`src/sv/srsp_pkg.sv`:
```
package srsp_pkg;

   localparam logic [4:0] PH_MAGIC    = 5'd0;
   localparam logic [4:0] PH_MARKER   = 5'd1;
   localparam logic [4:0] PH_NSLEN    = 5'd2;
   localparam logic [4:0] PH_NSBYTE   = 5'd3;
   localparam logic [4:0] PH_DB       = 5'd4;
   localparam logic [4:0] PH_KEYLEN   = 5'd5;
   localparam logic [4:0] PH_KEYBYTE  = 5'd6;
   localparam logic [4:0] PH_EXP      = 5'd7;
   localparam logic [4:0] PH_KIND     = 5'd8;
   localparam logic [4:0] PH_INT      = 5'd9;
   localparam logic [4:0] PH_COUNT    = 5'd10;
   localparam logic [4:0] PH_ITEMLEN  = 5'd11;
   localparam logic [4:0] PH_ITEMBYTE = 5'd12;
   localparam logic [4:0] PH_SCORE    = 5'd13;
   localparam logic [4:0] PH_IDLE     = 5'd14;

   localparam logic [2:0] ST_RUN   = 3'd0;
   localparam logic [2:0] ST_OK    = 3'd1;
   localparam logic [2:0] ST_MAGIC = 3'd2;
   localparam logic [2:0] ST_MARK  = 3'd3;
   localparam logic [2:0] ST_KIND  = 3'd4;
   localparam logic [2:0] ST_TRUNC = 3'd5;

   localparam logic [3:0] ROLE_MAGIC    = 4'd0;
   localparam logic [3:0] ROLE_MARKER   = 4'd1;
   localparam logic [3:0] ROLE_NSLEN    = 4'd2;
   localparam logic [3:0] ROLE_NSBYTE   = 4'd3;
   localparam logic [3:0] ROLE_DB       = 4'd4;
   localparam logic [3:0] ROLE_KEYLEN   = 4'd5;
   localparam logic [3:0] ROLE_KEYBYTE  = 4'd6;
   localparam logic [3:0] ROLE_EXPIRY   = 4'd7;
   localparam logic [3:0] ROLE_KIND     = 4'd8;
   localparam logic [3:0] ROLE_INT      = 4'd9;
   localparam logic [3:0] ROLE_COUNT    = 4'd10;
   localparam logic [3:0] ROLE_ITEMLEN  = 4'd11;
   localparam logic [3:0] ROLE_ITEMBYTE = 4'd12;
   localparam logic [3:0] ROLE_SCORE    = 4'd13;
   localparam logic [3:0] ROLE_IGNORED = 4'd15;
   localparam logic [3:0] ROLE_END     = 4'd14;
   localparam logic [7:0] MARK_REC     = 8'h01;
   localparam logic [7:0] MARK_END     = 8'hFF;
   localparam logic [2:0] KIND_INT     = 3'd0;
   localparam logic [2:0] KIND_STR     = 3'd1;
   localparam logic [2:0] KIND_HASH    = 3'd3;
   localparam logic [2:0] KIND_ZSET    = 3'd5;

   localparam int unsigned QDEPTH = 2;

   typedef struct packed {
      logic [7:0] data_byte;
      logic       first_byte;
      logic       last_byte;
   } req_type;

   typedef struct packed {
      logic [3:0]  byte_role;
      logic [7:0]  byte_echo;
      logic [63:0] field_value;
      logic        field_complete;
      logic        pair_value_part;
      logic        record_complete;
      logic [2:0]  parse_status;
   } rsp_type;

   function automatic logic [7:0] magic_char(input logic [2:0] idx);
      logic [7:0] c;
      case (idx)
         3'd0: c = 8'h49;
         3'd1: c = 8'h4D;
         3'd2: c = 8'h44;
         3'd3: c = 8'h52;
         3'd4: c = 8'h44;
         3'd5: c = 8'h42;
         3'd6: c = 8'h30;
         default: c = 8'h32;
      endcase
      return c;
   endfunction

endpackage

```
`src/sv/srsp_if.sv`:
```
interface srsp_req_if import srsp_pkg::*; ();
   logic    valid;
   logic    ready;
   req_type payload;
   modport source (output valid, output payload, input ready);
   modport sink   (input valid, input payload, output ready);
endinterface

interface srsp_rsp_if import srsp_pkg::*; ();
   logic    valid;
   logic    ready;
   rsp_type payload;
   modport source (output valid, output payload, input ready);
   modport sink   (input valid, input payload, output ready);
endinterface

```
`src/sv/snapshot_record_stream_parser_top.sv`:
```
// channel | dir | handshake          | payload
// req     | in  | req_valid/req_ready | data_byte, first_byte, last_byte
// rsp     | out | rsp_valid/rsp_ready | role, echo, field value, flags, status
// One transaction in, one out, one byte per cycle sustained while rsp_ready stays high.
// A request is registered in the queue entry, then the parse step registers the result.
// The parse state register updates as each byte leaves the queue; the output holds on stall.
// A full two-entry queue drops req_ready until the output drains.
// Reset is synchronous and returns the parser to the magic check with running status.
module snapshot_record_stream_parser_top import srsp_pkg::*; (
   input logic clock,
   input logic reset,
   srsp_req_if.sink   req,
   srsp_rsp_if.source rsp
);
   logic    q_valid, q_ready;
   req_type q_data;

   srsp_front u_front (
      .clock(clock), .reset(reset),
      .in_valid(req.valid), .in_ready(req.ready), .in_data(req.payload),
      .q_valid(q_valid), .q_ready(q_ready), .q_data(q_data)
   );

   srsp_back u_back (
      .clock(clock), .reset(reset),
      .q_valid(q_valid), .q_ready(q_ready), .q_data(q_data),
      .out_valid(rsp.valid), .out_ready(rsp.ready), .out_data(rsp.payload)
   );
endmodule

```
`src/sv/srsp_front.sv`:
```
module srsp_front import srsp_pkg::*; (
   input  logic    clock,
   input  logic    reset,
   input  logic    in_valid,
   output logic    in_ready,
   input  req_type in_data,
   output logic    q_valid,
   input  logic    q_ready,
   output req_type q_data
);
   req_type q_ff [QDEPTH];
   req_type q_in [QDEPTH];
   logic [1:0] cnt_ff, cnt_in;
   logic push, pop;

   assign in_ready = (cnt_ff != 2'(QDEPTH));
   assign push = in_valid && in_ready;
   assign q_valid = (cnt_ff != 2'd0);
   assign pop = q_valid && q_ready;
   assign q_data = q_ff[0];

   always_comb begin
      q_in = q_ff;
      cnt_in = cnt_ff;
      if (pop) begin
         q_in[0] = q_ff[1];
      end
      if (push) begin
         q_in[1'(cnt_ff - {1'b0, pop})] = in_data;
      end
      cnt_in = cnt_ff + {1'b0, push} - {1'b0, pop};
   end

   always_ff @(posedge clock) begin
      q_ff <= q_in;
      if (reset) begin
         cnt_ff <= 2'd0;
      end else begin
         cnt_ff <= cnt_in;
      end
   end

`ifndef ASSERT_OFF
   a_cnt_range: assert property (@(posedge clock) disable iff (reset)
      cnt_ff <= 2'(QDEPTH)) else $error("queue overflow");
   a_cnt_step: assert property (@(posedge clock) disable iff (reset)
      push && !pop |=> cnt_ff == $past(cnt_ff) + 2'd1) else $error("bad count");
   a_head_hold: assert property (@(posedge clock) disable iff (reset)
      q_valid && !q_ready |=> $stable(q_data)) else $error("head changed");
`endif
endmodule

```
`src/sv/srsp_back.sv`:
```
module srsp_back import srsp_pkg::*; (
   input  logic    clock,
   input  logic    reset,
   input  logic    q_valid,
   output logic    q_ready,
   input  req_type q_data,
   output logic    out_valid,
   input  logic    out_ready,
   output rsp_type out_data
);
   logic [4:0]  phase_ff, phase_in;
   logic [3:0]  cnt_ff, cnt_in;
   logic [31:0] rlen_ff, rlen_in;
   logic [31:0] ritems_ff, ritems_in;
   logic [63:0] acc_ff, acc_in;
   logic [2:0]  kind_ff, kind_in;
   logic        half_ff, half_in;
   logic [2:0]  stat_ff, stat_in;
   logic        ov_ff;
   rsp_type     od_ff, od_in;
   logic        step;

   logic [7:0]  b;
   logic [63:0] nacc;
   logic [3:0]  ncnt;
   logic [3:0]  need;
   logic        ndone;
   logic        rec_end;
   logic [4:0]  ph;
   logic [2:0]  st;
   logic [31:0] rl, ri;
   logic [2:0]  kd;
   logic        hf;
   logic [63:0] ac;
   logic [3:0]  ct;
   logic        numph;

   assign q_ready = !ov_ff || out_ready;
   assign step = q_valid && q_ready;
   assign out_valid = ov_ff;
   assign out_data = od_ff;

   always_comb begin
      b = q_data.data_byte;
      if (q_data.first_byte) begin
         ph = PH_MAGIC; ct = 4'd0; rl = 32'd0; ri = 32'd0; ac = 64'd0;
         kd = 3'd0; hf = 1'b0; st = ST_RUN;
      end else begin
         ph = phase_ff; ct = cnt_ff; rl = rlen_ff; ri = ritems_ff; ac = acc_ff;
         kd = kind_ff; hf = half_ff; st = stat_ff;
      end
      nacc = ac | ({56'd0, b} << {ct[2:0], 3'b000});
      ncnt = ct + 4'd1;
      case (ph)
         PH_EXP, PH_INT, PH_SCORE: need = 4'd8;
         default: need = 4'd4;
      endcase
      numph = (ph == PH_NSLEN) || (ph == PH_KEYLEN) || (ph == PH_DB) ||
              (ph == PH_EXP) || (ph == PH_INT) || (ph == PH_COUNT) ||
              (ph == PH_ITEMLEN) || (ph == PH_SCORE);
      ndone = numph && (ncnt >= need);

      od_in = '0;
      od_in.byte_role = ROLE_IGNORED;
      od_in.byte_echo = b;
      rec_end = 1'b0;
      phase_in = ph; cnt_in = ct; rlen_in = rl; ritems_in = ri; acc_in = ac;
      kind_in = kd; half_in = hf; stat_in = st;

      if (st == ST_RUN) begin
         if (numph) begin
            if (ndone) begin
               acc_in = 64'd0;
               cnt_in = 4'd0;
               od_in.field_complete = 1'b1;
               od_in.field_value = nacc;
            end else begin
               acc_in = nacc;
               cnt_in = ncnt;
            end
         end
         case (ph)
            PH_MAGIC: begin
               od_in.byte_role = ROLE_MAGIC;
               if (b != magic_char(ct[2:0])) begin
                  stat_in = ST_MAGIC;
                  cnt_in = 4'd0;
               end else if (ncnt >= 4'd8) begin
                  cnt_in = 4'd0;
                  phase_in = PH_MARKER;
               end else begin
                  cnt_in = ncnt;
               end
            end
            PH_MARKER: begin
               if (b == MARK_END) begin
                  od_in.byte_role = ROLE_END;
                  stat_in = ST_OK;
               end else begin
                  od_in.byte_role = ROLE_MARKER;
                  if (b == MARK_REC) begin
                     phase_in = PH_NSLEN;
                  end else begin
                     stat_in = ST_MARK;
                  end
               end
            end
            PH_NSLEN, PH_KEYLEN: begin
               od_in.byte_role = (ph == PH_NSLEN) ? ROLE_NSLEN : ROLE_KEYLEN;
               if (ndone) begin
                  rlen_in = nacc[31:0];
                  if (ph == PH_NSLEN) begin
                     phase_in = (nacc[31:0] != 32'd0) ? PH_NSBYTE : PH_DB;
                  end else begin
                     phase_in = (nacc[31:0] != 32'd0) ? PH_KEYBYTE : PH_EXP;
                  end
               end
            end
            PH_NSBYTE, PH_KEYBYTE: begin
               od_in.byte_role = (ph == PH_NSBYTE) ? ROLE_NSBYTE : ROLE_KEYBYTE;
               rlen_in = rl - 32'd1;
               if (rl == 32'd1) begin
                  phase_in = (ph == PH_NSBYTE) ? PH_DB : PH_EXP;
               end
            end
            PH_DB: begin
               od_in.byte_role = ROLE_DB;
               if (ndone) phase_in = PH_KEYLEN;
            end
            PH_EXP: begin
               od_in.byte_role = ROLE_EXPIRY;
               if (ndone) phase_in = PH_KIND;
            end
            PH_KIND: begin
               od_in.byte_role = ROLE_KIND;
               half_in = 1'b0;
               if (b > {5'd0, KIND_ZSET}) begin
                  stat_in = ST_KIND;
               end else begin
                  kind_in = b[2:0];
                  if (b[2:0] == KIND_INT) begin
                     phase_in = PH_INT;
                  end else if (b[2:0] == KIND_STR) begin
                     ritems_in = 32'd1;
                     phase_in = PH_ITEMLEN;
                  end else begin
                     phase_in = PH_COUNT;
                  end
               end
            end
            PH_INT: begin
               od_in.byte_role = ROLE_INT;
               if (ndone) rec_end = 1'b1;
            end
            PH_COUNT: begin
               od_in.byte_role = ROLE_COUNT;
               if (ndone) begin
                  ritems_in = nacc[31:0];
                  if (nacc[31:0] == 32'd0) rec_end = 1'b1;
                  else phase_in = PH_ITEMLEN;
               end
            end
            PH_ITEMLEN, PH_ITEMBYTE: begin
               od_in.byte_role = (ph == PH_ITEMLEN) ? ROLE_ITEMLEN : ROLE_ITEMBYTE;
               od_in.pair_value_part = (kd == KIND_HASH) && hf;
               if (ph == PH_ITEMLEN) begin
                  if (ndone) begin
                     rlen_in = nacc[31:0];
                     if (nacc[31:0] != 32'd0) phase_in = PH_ITEMBYTE;
                  end
               end else begin
                  rlen_in = rl - 32'd1;
               end
               if ((ph == PH_ITEMLEN && ndone && nacc[31:0] == 32'd0) ||
                   (ph == PH_ITEMBYTE && rl == 32'd1)) begin
                  if (kd == KIND_ZSET) begin
                     phase_in = PH_SCORE;
                  end else if (kd == KIND_HASH && !hf) begin
                     half_in = 1'b1;
                     phase_in = PH_ITEMLEN;
                  end else begin
                     half_in = 1'b0;
                     ritems_in = ri - 32'd1;
                     if (ri == 32'd1) rec_end = 1'b1;
                     else phase_in = PH_ITEMLEN;
                  end
               end
            end
            PH_SCORE: begin
               od_in.byte_role = ROLE_SCORE;
               if (ndone) begin
                  ritems_in = ri - 32'd1;
                  if (ri == 32'd1) rec_end = 1'b1;
                  else phase_in = PH_ITEMLEN;
               end
            end
            default: od_in.byte_role = ROLE_IGNORED;
         endcase
         if (rec_end) phase_in = PH_MARKER;
         if (stat_in == ST_RUN && q_data.last_byte) begin
            if (phase_in == PH_MAGIC) stat_in = ST_MAGIC;
            else if (phase_in == PH_MARKER) stat_in = ST_OK;
            else stat_in = ST_TRUNC;
         end
         if (stat_in != ST_RUN) begin
            phase_in = PH_IDLE;
            cnt_in = 4'd0;
            acc_in = 64'd0;
         end
      end
      od_in.record_complete = rec_end;
      od_in.parse_status = stat_in;
   end

   always_ff @(posedge clock) begin
      if (step) begin
         od_ff <= od_in;
      end
      if (reset) begin
         ov_ff <= 1'b0;
         phase_ff <= PH_MAGIC;
         cnt_ff <= 4'd0;
         stat_ff <= ST_RUN;
         rlen_ff <= 32'd0;
         ritems_ff <= 32'd0;
         acc_ff <= 64'd0;
         kind_ff <= 3'd0;
         half_ff <= 1'b0;
      end else if (step) begin
         ov_ff <= 1'b1;
         phase_ff <= phase_in;
         cnt_ff <= cnt_in;
         stat_ff <= stat_in;
         rlen_ff <= rlen_in;
         ritems_ff <= ritems_in;
         acc_ff <= acc_in;
         kind_ff <= kind_in;
         half_ff <= half_in;
      end else if (out_ready) begin
         ov_ff <= 1'b0;
      end
   end

`ifndef ASSERT_OFF
   a_idle_sticky: assert property (@(posedge clock) disable iff (reset)
      stat_ff != ST_RUN |-> phase_ff == PH_IDLE) else $error("stopped but active");
   a_cnt_low: assert property (@(posedge clock) disable iff (reset)
      cnt_ff < 4'd8) else $error("byte counter overrun");
   a_stop_ignored: assert property (@(posedge clock) disable iff (reset)
      step && stat_ff != ST_RUN && !q_data.first_byte |=>
      out_data.byte_role == ROLE_IGNORED) else $error("role after stop");
`endif
endmodule

```
`src/flat_wrapper.sv`:
```
// flat-port wrapper written by rule: the top's interface ports become plain ports
module snapshot_record_stream_parser_top_flat import srsp_pkg::*;
  (clock, reset, req_valid, req_payload, req_ready, rsp_valid, rsp_payload, rsp_ready);
  srsp_req_if req_i ();
  srsp_rsp_if rsp_i ();
  input logic clock;
  input logic reset;
  input wire logic [$bits(req_i.valid)-1:0] req_valid;
  input wire logic [$bits(req_i.payload)-1:0] req_payload;
  output wire logic [$bits(req_i.ready)-1:0] req_ready;
  output wire logic [$bits(rsp_i.valid)-1:0] rsp_valid;
  output wire logic [$bits(rsp_i.payload)-1:0] rsp_payload;
  input wire logic [$bits(rsp_i.ready)-1:0] rsp_ready;
  assign req_i.valid = req_valid;
  assign req_i.payload = req_payload;
  assign req_ready = req_i.ready;
  assign rsp_valid = rsp_i.valid;
  assign rsp_payload = rsp_i.payload;
  assign rsp_i.ready = rsp_ready;
  snapshot_record_stream_parser_top u_core (.clock(clock), .reset(reset), .req(req_i), .rsp(rsp_i));
endmodule
```
`config.mk`:
```
export PLATFORM = sky130hd
export DESIGN_NAME = snapshot_record_stream_parser_top_flat
export DESIGN_NICKNAME = d
export VERILOG_FILES = /design/src/sv/srsp_pkg.sv /design/src/sv/srsp_if.sv /design/src/sv/snapshot_record_stream_parser_top.sv /design/src/sv/srsp_front.sv /design/src/sv/srsp_back.sv /design/src/flat_wrapper.sv
export SDC_FILE = /design/constraint.sdc
export NUM_CORES = 1
export LEC_CHECK = 0
export BUFFER_PORTS_ARGS = -buffer_cell sky130_fd_sc_hd__buf_2
export CORE_MARGIN = 10
export CORE_UTILIZATION = 60
export DETAILED_ROUTE_END_ITERATION = 10
export PLACE_DENSITY = 0.79
export SLEW_MARGIN = 20
export SYNTH_ARGS = -nofsm -noshare
export SYNTH_HDL_FRONTEND = slang
export SYNTH_SLANG_ARGS = --single-unit
export TNS_END_PERCENT = 50
```
`constraint.sdc`:
```
create_clock -name clock -period 7.6 [get_ports clock]
set_clock_uncertainty 0.2 [all_clocks]
set_input_delay 1.52 -clock clock [delete_from_list [all_inputs] [get_ports clock]]
set_output_delay 1.52 -clock clock [all_outputs]
set_load 0.005 [all_outputs]
```
==> impl_metrics.toml, run 1 <==
[cts]
numCtsBuffers = 27
cts_tree = "yes"
postCtsSetupRepairBufs = 0
path_clk_slew_ps = 70
cts_max_level = 1
clockRootBuffer = "clkbuf_16"
cts_hold_buffers = 0
cts_resized = 0
cts.sinks = 249
clock_latency_ps = 540
cts_buffer_depth = 3

[critical_path]
crit_start = "u_core.u_back.cnt_ff[0]$_SDFFE_PP0P_"
crit_type = "reg2reg"
ff2ff_path_depth = 15
worst-path-stages = 15
cp_num_buf_inv = 1
worstReg2RegEnd = "u_core.u_back.ritems_ff[7]$_SDFFE_PP0P_"
worstPathMaxFanout = 25
cp.required_ps = 7800
crit_chain = "nand2_1, nor2_1, xnor2_1, nor2_1, ha_1, nor2b_1, a311oi_1, buf_4, nor2_1, and3_1, a32oi_1, o21ai_1, nand2_1, o2111ai_1, o211ai_1"
max_stage_delay_ps = 910
cp_data_arrival_time_ps = 6210
r2r_start = "u_core.u_back.cnt_ff[0]$_SDFFE_PP0P_"
crit_family = "simple AND/OR/NAND/NOR gates"
rrSetupSlack_ps = 1590
cp_slowest_cell = "o21ai_1"
cp-start-kind = "flip-flop"
worstSetupEndpoint = "u_core.u_back.ritems_ff[7]$_SDFFE_PP0P_"
cpMostUsedCell = "nor2_1"
cp-end-kind = "flip-flop"

[place]
portBuffers = 97
pre_cts_ws_ps = 1900
place.gp.congestion = 1.02
dp.final_hpwl_um = 39400
placed_cell_area_mm2 = 0.0162

[floorplanning]
coreArea_mm2 = 0.0253
die_h_um = 181
start_util_pct = 61.3
dieArea_mm2 = 0.0327
chipWidth_um = 181
rows = 58
num_io_pins = 98

[pwr]
ir_worst_vdd_mv = 0.317
p_clk_share_pct = 19.2
pwr-share-seq_pct = 30.9
total_power_mw = 6.69
power.leakage_nw = 5.99
power.density_mw_per_mm2 = 392
p_switching_mw = 3.26
power_frac_comb_pct = 49.9
p_sw_share_pct = 48.7
intPower_mw = 3.43

[final_layout]
final_cell_mix = "nor2_1, nand2_1, o21ai_0"
fill_cells = 2121
nets = 2038
area_growth_pct = 9.87
diodes = 0
final_common_cell = "nor2_1"
drive_above_1_share_pct = 11.7
stdcell_area_mm2 = 0.0171

[detailed_routing]
routedWlPerCell_um = 25.0
drt-initial-drc-count = 3184
firstDrtPassIters = 8
vias = 17000
routed_wl_um = 59000
drc = 0
ant_nets = 0
avgViaCountPerCell = 7.19

[global_routing]
grt_start_max_net_pins = 88
grtUsageTotal_pct = 33.4
grt_pass1_vias = 15300
antenna_found_initial = 0
grt_pass1_wl_um = 89200
grt-ovfl-total = 0

[sta]
layout_setup_ws_ps = 1590
slew_headroom_pct = 15.1
setup_viol = 0
tns_ps = 0
period_share_pct = 79.1
period_needed_ps = 6010
slew_violations = 0
fmax_mhz = 166
worstMarginPinSlew_ps = 1270
rsz0062_at_grt = "no"
hold_slack_ps = 255
hold_viol = 0

[synth]
synth-edff-count = 92
yosysSeqAreaShare_pct = 38.0
syn_area_mm2 = 0.0155
async_flop_share_pct = 0
synthCells = 1998
synth_top_area_share_pct = 20.2
synth_ff_type = "dfxtp_1"
synth_cell_types = 91
yosys-top-cells-area = "dfxtp_1, edfxtp_1, nor2_1, o21ai_0, a21oi_1"
ys_warn_count = 0
syn_nets = 2025
synth_area_per_cell_um2 = 7.77
synth_area_leader_cell = "dfxtp_1"
ys_ff_latch = 249

[outcome]
status = "finished clean"

[hold_path]
hold_class = "reg2reg"
holdPathStages = 2
min-delay-start = "u_core.u_back.acc_ff[63]$_SDFFE_PP0P_"

[run]
max_cap_violations = 0
==> worst reg2reg max path: cells and delay by family, from the launching register on <==
kind / cells / cell delay (ps)
AND/OR/NAND/NOR: 7 / 2460
AO/OA/AOI/OAI: 5 / 1560
flip-flops: 1 / 870
adder cells (fa/ha/maj): 1 / 360
XOR/XNOR: 1 / 230
buffers and inverters: 1 / 170
==> registers in the layout, summed over array words and instances, names as in the netlist, named ones only <==
register                 flops
u_core.u_back.ritems_ff     32
u_core.u_back.kind_ff        3
u_core.u_back.rlen_ff       32
u_core.u_back.stat_ff        3
u_core.u_back.out_valid      1
u_core.u_back.half_ff        1
u_core.u_back.phase_ff       5
u_core.u_back.cnt_ff         4
u_core.u_back.out_data      82
u_core.u_front.q_data       10
u_core.u_front.cnt_ff        2
u_core.u_back.acc_ff        64
==> kinds of logic (layout without fill, tap and decap cells) <==
kind of cell / count (synthesis) / in the layout / synth area share (%)
fa+ha+maj: 13 / 13 / 1.05
simple gates: 789 / 789 / 24.4
xor+xnor: 15 / 15 / 0.846
compound gates: 739 / 739 / 30.6
flops: 249 / 249 / 38.0
mux: 6 / 6 / 0.411
buf+inv: 187 / 220 / 4.68
==> layer usage <==
layer  global-route usage [%]  vias to the layer above  wire (um)
met2                     48.6                     1368      24500
met5                        0                        -          0
li1                         -                     7500          -
met4                     16.3                        0       3230
met3                     9.81                      242       8650
met1                     44.3                     7868      22600
==> cell usage after synthesis (8+ instances only) <==
cell and count:
a211oi_1 16, a21oi_1 168, a22o_1 10, a22oi_1 52, a31oi_1 52, a32oi_1 10
and3_1 13, buf_1 19, buf_2 16, clkbuf_1 125, dfxtp_1 157, edfxtp_1 92
ha_1 13, inv_1 23, nand2_1 207, nand2b_1 30, nand3_1 37, nand4_1 10
nand4b_1 9, nor2_1 282, nor2b_1 35, nor3_1 68, nor4_1 27, nor4bb_1 11
o2111ai_1 8, o211a_1 9, o211ai_1 16, o21a_1 20, o21ai_0 210, o221ai_1 13
o22ai_1 26, o31ai_1 22, o41ai_1 10, or2_2 10, xnor2_1 9
==> stage by stage <==
stage	util [%]	cells
2_1_floorplan	-	1998
4_1_cts	67.3	2360
6_report	67.3	2361
3_5_place_dp	63.9	2311
5_1_grt	67.3	2361
3_3_place_gp	63.9	2311
==> power groups by stage <==
stage / Clock, mW / Sequential (mW) / Combinational, mW
2_1_floorplan: 0 / 1.95 / 2.20
3_3_place_gp: 0 / 2.06 / 3.16
3_5_place_dp: 0 / 2.07 / 3.18
4_1_cts: 1.28 / 2.05 / 3.20
5_1_grt: 1.34 / 2.09 / 3.55
6_report: 1.29 / 2.07 / 3.34
==> worst min-delay path by stage <==
stage,to
finish,u_core.u_back.acc_ff[63]$_SDFFE_PP0P_
global route,u_core.u_back.acc_ff[48]$_SDFFE_PP0P_
CTS,u_core.u_back.acc_ff[48]$_SDFFE_PP0P_
detailed placement,u_core.u_back.acc_ff[48]$_SDFFE_PP0P_
global placement,u_core.u_back.acc_ff[43]$_SDFFE_PP0P_
floorplan,u_core.u_back.out_data[71]$_DFFE_PP_
==> cell type report <==
class                   instances  area [um2]  share of cell area, %
clock buffers                  32         724                   4.25
clock inverters                17         126                  0.741
inverters                      26         103                  0.602
multi-input cells            1562        8930                   52.4
flip-flops and latches        249        5910                   34.7
well taps                     330         413                   2.42
repair buffers                145         846                   4.96
Power figures use the tool's default switching activity.
==> inputs of run 2 (changes only) <==
ABC_AREA = 1   (was not set)
clock period = 5.6 ns   (was 7.6 ns; I/O delays follow)
==> run 2 against run 1 <==
Compared with the run above: routed wire length shrank 1.7%; critical endpoint is now u_core.u_back.ritems_ff[12]$_SDFFE_PP0P_; clock power grew 40%; sequential cell count is the same; setup slack got worse by 1100 ps; largest power group unchanged; highest routed layer unchanged.
==> impl_metrics.toml, run 2 <==
[place]
pre_cts_ws_ps = 461
dp.final_hpwl_um = 38700
place.gp.congestion = 0.951
placed_cell_area_mm2 = 0.0172
portBuffers = 97

[synth]
synth.most_common_cell = "nand2_1"
synthCells = 2481
synthTopCellsByCount = "nand2_1, nor2_1, a21oi_1, inv_1, o21ai_0"
yosysSeqAreaShare_pct = 35.6
synth_area_per_cell_um2 = 6.69
synth_top_area_share_pct = 18.9
synth_cell_types = 52
syn_nets = 2508
async_flop_share_pct = 0
ys_warn_count = 0
synth-edff-count = 92
synth_area_leader_cell = "dfxtp_1"
syn_area_mm2 = 0.0166
ys_ff_latch = 249
synth_ff_type = "dfxtp_1"
yosys-top-cells-area = "dfxtp_1, edfxtp_1, nand2_1, a21oi_1, nor2_1"

[sta]
hold_viol = 0
period_needed_ps = 5100
slew_headroom_pct = 28.1
setup_viol = 0
rsz0062_at_grt = "no"
layout_setup_ws_ps = 497
hold_slack_ps = 264
fmax_mhz = 196
slew_violations = 0
period_share_pct = 91.1
worstMarginPinSlew_ps = 1070
tns_ps = 0

[cts]
cts_hold_buffers = 0
path_clk_slew_ps = 70
cts_tree = "yes"
postCtsSetupRepairBufs = 0
numCtsBuffers = 27
clockRootBuffer = "clkbuf_16"
clock_latency_ps = 560
cts_max_level = 1
cts_buffer_depth = 3
cts.sinks = 249

[detailed_routing]
drc = 0
firstDrtPassIters = 8
avgViaCountPerCell = 6.32
routedWlPerCell_um = 20.2
ant_nets = 0
routed_wl_um = 58000
vias = 18200
drt-initial-drc-count = 2843

[critical_path]
worstPathMaxFanout = 46
cp_num_buf_inv = 3
cp_slowest_cell = "nand2_1"
max_stage_delay_ps = 580
cp.required_ps = 5800
cpMostUsedCell = "nor2_1"
crit_type = "reg2reg"
crit_chain = "inv_4, buf_4, nand2_2, nand2_1, nor2_1, nor2_1, nand3_1, nor2_1, nand2_1, nor2_1, nand3_1, nand2_2, nand3_1, nand2_1, inv_1, o21ai_0, nand4_1, o211ai_1, a21oi_1"
cp-start-kind = "flip-flop"
cp-end-kind = "flip-flop"
crit_family = "simple AND/OR/NAND/NOR gates"
cp_data_arrival_time_ps = 5300

[floorplanning]
start_util_pct = 61.2
dieArea_mm2 = 0.0347
coreArea_mm2 = 0.0271
rows = 60
num_io_pins = 98
chipWidth_um = 186
die_h_um = 186

[outcome]
status = "finished clean"

[final_layout]
fill_cells = 2439
largest_register_ff_count = 82
stdcell_area_mm2 = 0.0181
seq_area_mm2 = 0.00591
area_growth_pct = 9.00
nets = 2510
drive_above_1_share_pct = 9.31
multi_input_area_mm2 = 0.00908
final_cell_mix = "nand2_1, nor2_1, a21oi_1"
final_common_cell = "nand2_1"

[pwr]
power.leakage_nw = 7.69
ir_worst_vdd_mv = 0.520
total_power_mw = 10.7
power.density_mw_per_mm2 = 592

[global_routing]
grt-ovfl-total = 0
antenna_found_initial = 0
grtUsageTotal_pct = 32.3
grt_start_max_net_pins = 193
grt_pass1_vias = 16200
grt_pass1_wl_um = 89800

[run]
max_cap_violations = 0

[hold_path]
hold_class = "reg2reg"
run 2: cell count changes in the layout (fill, tap and decap cells not counted), moves of 42 or more:
cell	previous run	this run
nand3_1	37	112
nor2_1	279	339
a22oi_1	52	10
nor3_1	67	24
o211ai_1	16	94
nand2_1	205	486
inv_1	21	231
a21oi_1	166	302
run 2: metal layers:
metal  global-route usage, %  vias up  routed length [um]
met5                       0        -                   0
met4                    11.6        0                2270
met3                    4.56      188                6470
met2                    50.3     1175               25400
met1                    44.8     8392               23900
li1                        -     8435                   -
run 2: cell type report:
cell class              instances  area share (%)
repair buffers                134            4.37
clock inverters                20            1.03
inverters                     249            5.24
well taps                     372            2.57
flip-flops and latches        249            32.7
clock buffers                  30            3.85
multi-input cells            1822            50.2
diodes                          1          0.0138
run 2: per-stage QoR:
step / std cells / utilization, %
floorplan: 2481 / -
global placement: 2826 / 63.4
detailed placement: 2826 / 63.4
CTS: 2876 / 66.7
global route: 2876 / 66.7
finish: 2877 / 66.7
run 2: worst min-delay path, stage by stage, from the launching register on:
cell	delay (ps)
dfxtp_1	310
nand2_1	60
a21oi_1	50
run 2: cell families after synthesis:
group,after synthesis,synth area share [%]
fa+ha+maj,13,0.980
compound gates,738,25.7
buf+inv,410,9.80
flops,249,35.6
simple gates,1027,25.6
xor+xnor,44,2.32
run 2: what timing repair did:
action	4_1_cts	5_1_grt
setup endpoints to repair	0	2
endpoints found under the hold margin	0	0
resized for setup	0	3
run 2: worst paths after layout:
| check | start | endpoint | slack (ps) | cells after the start |
|---|---|---|---|---|
| setup / recovery | u_core.u_front.q_data[1]$_DFF_P_ | u_core.u_back.ritems_ff[12]$_SDFFE_PP0P_ | 500 | 19 |
| hold / removal | u_core.u_back.ritems_ff[0]$_SDFFE_PP0P_ | u_core.u_back.ritems_ff[0]$_SDFFE_PP0P_ | 260 | 2 |
| setup reg to reg | u_core.u_front.q_data[1]$_DFF_P_ | u_core.u_back.ritems_ff[12]$_SDFFE_PP0P_ | 500 | 19 |
| hold reg to reg | u_core.u_back.ritems_ff[0]$_SDFFE_PP0P_ | u_core.u_back.ritems_ff[0]$_SDFFE_PP0P_ | 260 | 2 |
run 2: power by group:
part           switching (mW)  internal, mW  total, mW
logic                    4.37          1.60       5.97
registers               0.349          2.59       2.94
clock network           0.802          1.00       1.80
total                    5.52          5.19       10.7
